`src/rtl/ntt_r2_pkg.sv`:
```
// Shared types and constants of the radix-2 number theoretic transform block.
`timescale 1ns / 1ps
`default_nettype none

package ntt_r2_pkg;

  // Width of coefficients, moduli, roots and register data.
  localparam int DATA_W = 32;
  // Width of a full product of two coefficients.
  localparam int PROD_W = 2 * DATA_W;
  // Counter width for the bit-serial reduction (counts PROD_W down to zero).
  localparam int RED_CNT_W = $clog2(PROD_W + 1);
  // Width of the configuration register index.
  localparam int CFG_IDX_W = 3;
  // Width of the log_size register.
  localparam int LOG_SIZE_W = 4;

  typedef enum logic [1:0] {
    MODE_LOAD    = 2'd0,
    MODE_FORWARD = 2'd1,
    MODE_INVERSE = 2'd2,
    MODE_READ    = 2'd3
  } mode_t;

  typedef enum logic [CFG_IDX_W-1:0] {
    REG_MODULUS      = 3'd0,
    REG_FORWARD_ROOT = 3'd1,
    REG_INVERSE_ROOT = 3'd2,
    REG_SIZE_INVERSE = 3'd3,
    REG_LOG_SIZE     = 3'd4
  } reg_idx_t;

  typedef enum logic [4:0] {
    ST_IDLE,
    ST_READ_WAIT,
    ST_RUN_START,
    ST_BR_CHECK,
    ST_BR_RD_I,
    ST_BR_RD_J,
    ST_BR_WR_I,
    ST_BR_WR_J,
    ST_STAGE_INIT,
    ST_ROOT_WAIT,
    ST_BF_RD_TOP,
    ST_BF_RD_BOT,
    ST_BF_MUL_U,
    ST_BF_WAIT_U,
    ST_BF_WAIT_V,
    ST_BF_WR_TOP,
    ST_BF_WR_BOT,
    ST_BF_WAIT_W,
    ST_SC_RD,
    ST_SC_MUL,
    ST_SC_WAIT
  } state_t;

  // Request to the modular multiplier: start computes (a * b) mod q.
  typedef struct packed {
    logic              start;
    logic [DATA_W-1:0] a;
    logic [DATA_W-1:0] b;
  } mm_req_t;

  // Status of the modular multiplier: done pulses for one cycle with value.
  typedef struct packed {
    logic              busy;
    logic              done;
    logic [DATA_W-1:0] value;
  } mm_rsp_t;

endpackage

`default_nettype wire

```
`src/rtl/ntt_r2_modmul.sv`:
```
// Modular multiplier: one registered product, then bit-serial reduction mod q.
`timescale 1ns / 1ps
`default_nettype none

module ntt_r2_modmul (
  input  wire logic                          clk,
  input  wire logic                          rst,
  input  wire ntt_r2_pkg::mm_req_t           req,
  input  wire logic [ntt_r2_pkg::DATA_W-1:0] modulus,
  output ntt_r2_pkg::mm_rsp_t                rsp
);

  localparam int DW = ntt_r2_pkg::DATA_W;
  localparam int PW = ntt_r2_pkg::PROD_W;
  localparam int CW = ntt_r2_pkg::RED_CNT_W;

  logic          busy;
  logic          done;
  logic [CW-1:0] cnt;
  logic [PW-1:0] prod;
  logic [DW-1:0] rem;

  logic [DW:0] rem_shift;
  logic [DW:0] rem_sub;
  logic        rem_ge;

  // One restoring step: shift in the next product bit, subtract q if it fits.
  assign rem_shift = {rem, prod[PW-1]};
  assign rem_ge    = rem_shift >= {1'b0, modulus};
  assign rem_sub   = rem_shift - {1'b0, modulus};

  always_ff @(posedge clk) begin
    if (rst) begin
      busy <= 1'b0;
      done <= 1'b0;
      cnt  <= '0;
    end else begin
      done <= busy && (cnt == CW'(1));
      if (req.start) begin
        busy <= 1'b1;
        cnt  <= CW'(PW);
      end else if (busy) begin
        cnt <= cnt - CW'(1);
        if (cnt == CW'(1)) begin
          busy <= 1'b0;
        end
      end
    end
  end

  always_ff @(posedge clk) begin
    if (req.start) begin
      prod <= PW'(req.a) * PW'(req.b);
      rem  <= '0;
    end else if (busy) begin
      prod <= prod << 1;
      rem  <= rem_ge ? rem_sub[DW-1:0] : rem_shift[DW-1:0];
    end
  end

  assign rsp.busy  = busy;
  assign rsp.done  = done;
  assign rsp.value = rem;

endmodule

`default_nettype wire

```
`config.mk`:
```
export PLATFORM = sky130hd
export DESIGN_NAME = ntt_r2_modmul
export DESIGN_NICKNAME = d
export VERILOG_FILES = /design/src/rtl/ntt_r2_pkg.sv /design/src/rtl/ntt_r2_modmul.sv
export SDC_FILE = /design/constraint.sdc
export NUM_CORES = 2
export LEC_CHECK = 0
export BUFFER_PORTS_ARGS = -buffer_cell sky130_fd_sc_hd__buf_4
export CAP_MARGIN = 20
export CORE_ASPECT_RATIO = 0.6
export CORE_MARGIN = 2
export CORE_UTILIZATION = 30
export CTS_BUF_LIST = sky130_fd_sc_hd__clkbuf_2
export CTS_CLUSTER_DIAMETER = 30
export CTS_CLUSTER_SIZE = 40
export DETAILED_ROUTE_END_ITERATION = 7
export SYNTH_ARGS = -nofsm -noshare
export SYNTH_HDL_FRONTEND = slang
export SYNTH_SLANG_ARGS = --single-unit
export TNS_END_PERCENT = 50
```
`constraint.sdc`:
```
create_clock -name clk -period 19.1 [get_ports clk]
set_input_delay 1.91 -clock clk [delete_from_list [all_inputs] [get_ports clk]]
set_output_delay 1.91 -clock clk [all_outputs]
set_load 0.02 [all_outputs]
```
[After elaboration in Yosys (flattened, before gate mapping)]
Index checks and enable logic that the tools add are counted.
Cells by class
  order comparisons: 1
  equality and inequality tests: 1
  add/subtract/negate cells: 2
  $mul: 1
  reductions and logical operators: 3
  multiplexer cells: 8
Operator list (number)
  $mux 64: 2
  $mul 32x32->64: 1
  $ge 33x32->1: 1
  $mux 32: 1
  $sub 32x32->32: 1
  $mux 7: 2
  $eq 7x1->1 const B: 1
  $sub 7x1->7 const B: 1
  $mux 1: 3
  $reduce_bool 2->1: 1
  $reduce_or 2->1: 1
  $logic_and 1x1->1: 1
Word-level totals
  bits of input ports: 99
  output and inout bits: 34
  flip-flop bits (word level): 105
  word-level logic and storage cells: 22

[Depth between registers and ports, before layout]
  word-level depth: 4
  gate-level depth with buffers: 27

[Least setup slack after synthesis]
No wires, ideal clock.
  path type: in2reg
  start point: in req[8] (netlist name)
  end point: reg prod[63] (data pin)
  required time: 18.839 ns
  buffers on the path: 2
  setup slack: 10.196 ns
  setup time: 0.261 ns
  stages on the path: 22
  arrival: 8.643 ns
  cell sequence: clkbuf_1 -> and2_1 -> fa_1 -> fa_1 -> inv_1 -> fa_1 -> fa_1 -> fa_1 -> inv_1 -> fa_1 -> fa_1 -> fa_1 -> ha_1 -> clkbuf_1 -> a21o_1 -> a21boi_0 -> or4b_1 -> o2111ai_2 -> a21oi_1 -> o221ai_2 -> and4b_1 -> a311o_1
Between the ends
  cells in the longest elaborated chain, start to end: 2
RTL lines
  from (decl): line ntt_r2_modmul.sv:8  | input wire ntt_r2_pkg::mm_req_t req,
  $mul 32x32->64: line ntt_r2_modmul.sv:53  | prod <= PW'(req.a) * PW'(req.b);
  $mux 64: line ntt_r2_modmul.sv:52  | if (req.start) begin
  to (signal assigned): line ntt_r2_modmul.sv:53
  to (signal assigned): line ntt_r2_modmul.sv:56  | prod <= prod << 1;
  to (decl): line ntt_r2_modmul.sv:20  | logic [PW-1:0] prod;
No other way between the ends.
A chain may end at the register's enable or synchronous reset.

[Worst setup path after layout]
  start point: in req[48] (netlist name)
  end point: reg prod[62] (data pin)
Same word-level chain as after synthesis.

==> metrics.md <==
| Metric | Value |
|---|---|
| Via density | `4.809` |
| # setup viols final | `0` |
| Hold crit path type | `flop to flop` |
| Starting density of the core | `30.26%` |
| Synthesized net count | `5667` |
| Die Wd | `474.3 um` |
| Post-CTS Setup Bufs | `0` |
| Resize count post-CTS | `0` |
| Synth Cell Area | `0.03981 mm2` |
| Startpoint types | `input port` |
| Unique cell type count in the Yosys netlist | `84` |
| Least-Margin Pin Slew | `1167 ps` |
| # nets final | `5562` |
| Synth warn | `0` |
| Peak fanout along the critical path | `32` |
| Clk_skew | `88.56 ps` |
| Area grow syn2layout | `6.072%` |
| DRT iter0 DRCs | `2370` |
| I/O pin count | `133` |
| Ys flop type | `edfxtp_1` |
| Worst setup EP type | `flop` |
| Setup TNS | `0 ps` |
| Most common cell after layout, fill and taps aside | `fa_1` |
| CTS Sinks | `105` |
| RSZ-0062 raised after global routing | `no` |
| Reg2reg setup slack | `15140 ps` |
| CTS buffer count | `9` |
| Syn avg cell area | `9.102 um2` |
| Post-CTS Hold Fix Bufs | `0` |
| Slew Viols, Final | `0` |
| Min cycle time layout | `9206 ps` |
| Fin crit share | `48.20%` |
| CTS tree | `yes` |
| Core region area | `0.1316 mm2` |
| Global-route wire length before repair | `180500 um` |
| Leading cell types in the layout, fill and taps excluded | `fa_1, inv_1, and2_1, nand2_1, ha_1` |
| GPL Wtd Cong | `0.9072` |
| Vias in the first global route | `30.82k` |
| F_max | `108.6 MHz` |
| Drt first pass iters | `5` |
| Post-synthesis sequential area ratio | `6.889%` |
| Critical path class | `input port to flop` |
| Clock-pin transition on the worst setup and hold timing paths | `370 ps` |
| Post-synth EDFFs | `64` |
| Wirelength per Cell | `18.70 um` |
| Async set-reset flop share out of synthesis | `0%` |
| Share of layout cells above drive strength 1 | `5.335%` |
| Hold Fails Final Rpt | `0` |
| Max-cap violations | `0` |
| H-Tree Depth | `3` |
| Remaining global-route overflow | `0` |
| Num rows | `103` |
| Detail Route Antenna Nets | `0` |
| Status | `complete, no violations` |
| Root Buffer | `clkbuf_2` |
| Final worst slack | `9894 ps` |
| DIE HEIGHT | `286.2 um` |
| Post-synthesis cell count | `4374` |
| WL final | `113500 um` |
| DRC | `0` |
| Post-DP HPWL | `90700 um` |
| Number of antenna violations at the first check in global routing | `6` |
| Later-pin clock latency in the skew report | `920 ps` |
| GRT Resource Usage Total | `17.12%` |
| Pre-CTS WS | `9127 ps` |
| CTS max path bufs | `2` |
| Vias post-DR | `29.18k` |
| Largest net degree at the start of global routing | `71` |
| Max_slew headroom | `21.41%` |
| Die area | `0.1357 mm2` |
| Worst EP arrival | `9850 ps` |
| #FFs+latches synth | `105` |
| I/O Buffers | `132` |
| Worst Path Required | `19750 ps` |
## Yosys cell counts (all sizes together), types with 6 or more instances
| cell type | n | area (um2) |
|---|---|---|
| xor2 | 28 | 245.2 |
| buf | 15 | 86.33 |
| o211ai | 10 | 75.07 |
| nor3 | 20 | 100.1 |
| o31ai | 8 | 60.06 |
| mux2 | 45 | 506.7 |
| edfxtp | 64 | 1922 |
| a21oi | 124 | 620.6 |
| a21boi | 6 | 45.04 |
| ha | 297 | 3716 |
| o21a | 13 | 97.59 |
| nor2 | 91 | 349.1 |
| o21bai | 13 | 97.59 |
| nand2 | 572 | 2147 |
| nor2b | 12 | 75.07 |
| a31oi | 7 | 43.79 |
| clkbuf | 238 | 895.9 |
| and3 | 17 | 108.9 |
| fa | 897 | 17960 |
| or3 | 8 | 55.05 |
| a21o | 64 | 480.5 |
| a211oi | 14 | 115.1 |
| inv | 895 | 3359 |
| nand4 | 20 | 125.1 |
| xnor2 | 52 | 455.4 |
| o21ai | 57 | 285.3 |
| o2111ai | 7 | 73.82 |
| nand3 | 22 | 110.1 |
| and2 | 601 | 3766 |
| a311oi | 23 | 201.4 |
| dfxtp | 41 | 820.8 |
## area by class of cell
cell class | instances | area, um2
repair buffers | 138 | 1036
flip-flops and latches | 105 | 2744
diodes | 9 | 22.52
inverters | 895 | 3359
fillers | 13700 | 89350
well taps | 1785 | 2233
multi-input cells | 3120 | 32720
clock buffers | 9 | 45.04
clock inverters | 7 | 67.56
## critical path, stage by stage
cell	delay, ps
buf_4	400
and2_1	240
fa_1	420
inv_1	80
fa_1	420
fa_1	530
fa_1	560
inv_1	50
fa_1	500
inv_1	70
fa_1	540
inv_1	50
fa_1	520
fa_1	470
ha_1	460
and2_1	190
nand3_1	110
o41ai_2	550
o21ba_1	290
o2111ai_2	330
a2111oi_0	870
o311ai_0	250
## registers in the layout, summed over array words and instances, names as in the netlist
signal / cells
cnt: 7
prod: 64
busy: 1
rem: 32
done: 1
## through the flow
step	area [um2]	hold slack, ps	util [%]	std cells
6_report	42230	502.1	32.09	6068
5_1_grt	42220	516.0	32.09	6066
4_1_cts	42210	514.0	32.08	6059
2_1_floorplan	39810	468.5	-	4374
3_3_place_gp	42090	490.6	31.99	6043
3_5_place_dp	42090	494.2	31.99	6043
## worst paths after layout
| kind | to | start | cells after the start |
|---|---|---|---|
| max | prod[62] | req[48] | 22 |
| min reg2reg | rem[13] | rem[12] | 2 |
| min | rem[13] | rem[12] | 2 |
| max reg2reg | rem[22] | prod[63] | 12 |
## cells by family after synthesis
family / count (synthesis) / share of synthesized area (%)
flops: 105 / 6.889
mux: 47 / 1.323
simple gates: 1397 / 17.82
buf+inv: 1149 / 10.93
xor+xnor: 80 / 1.760
fa+ha+maj: 1194 / 54.44
compound gates: 402 / 6.842
## metal layers
layer / part of all wire [%] / global-route usage [%] / vias to the layer above
met2: 40 / 23.70 / 990
met4: 1.7 / 2.971 / 4
met5: 0.025 / 0 / -
met1: 50 / 26.76 / 15090
li1: - / - / 13010
met3: 8.5 / 4.211 / 90
Power is not shown: default switching activity piles up to over one toggle a cycle in this logic, so the estimate is an artifact.
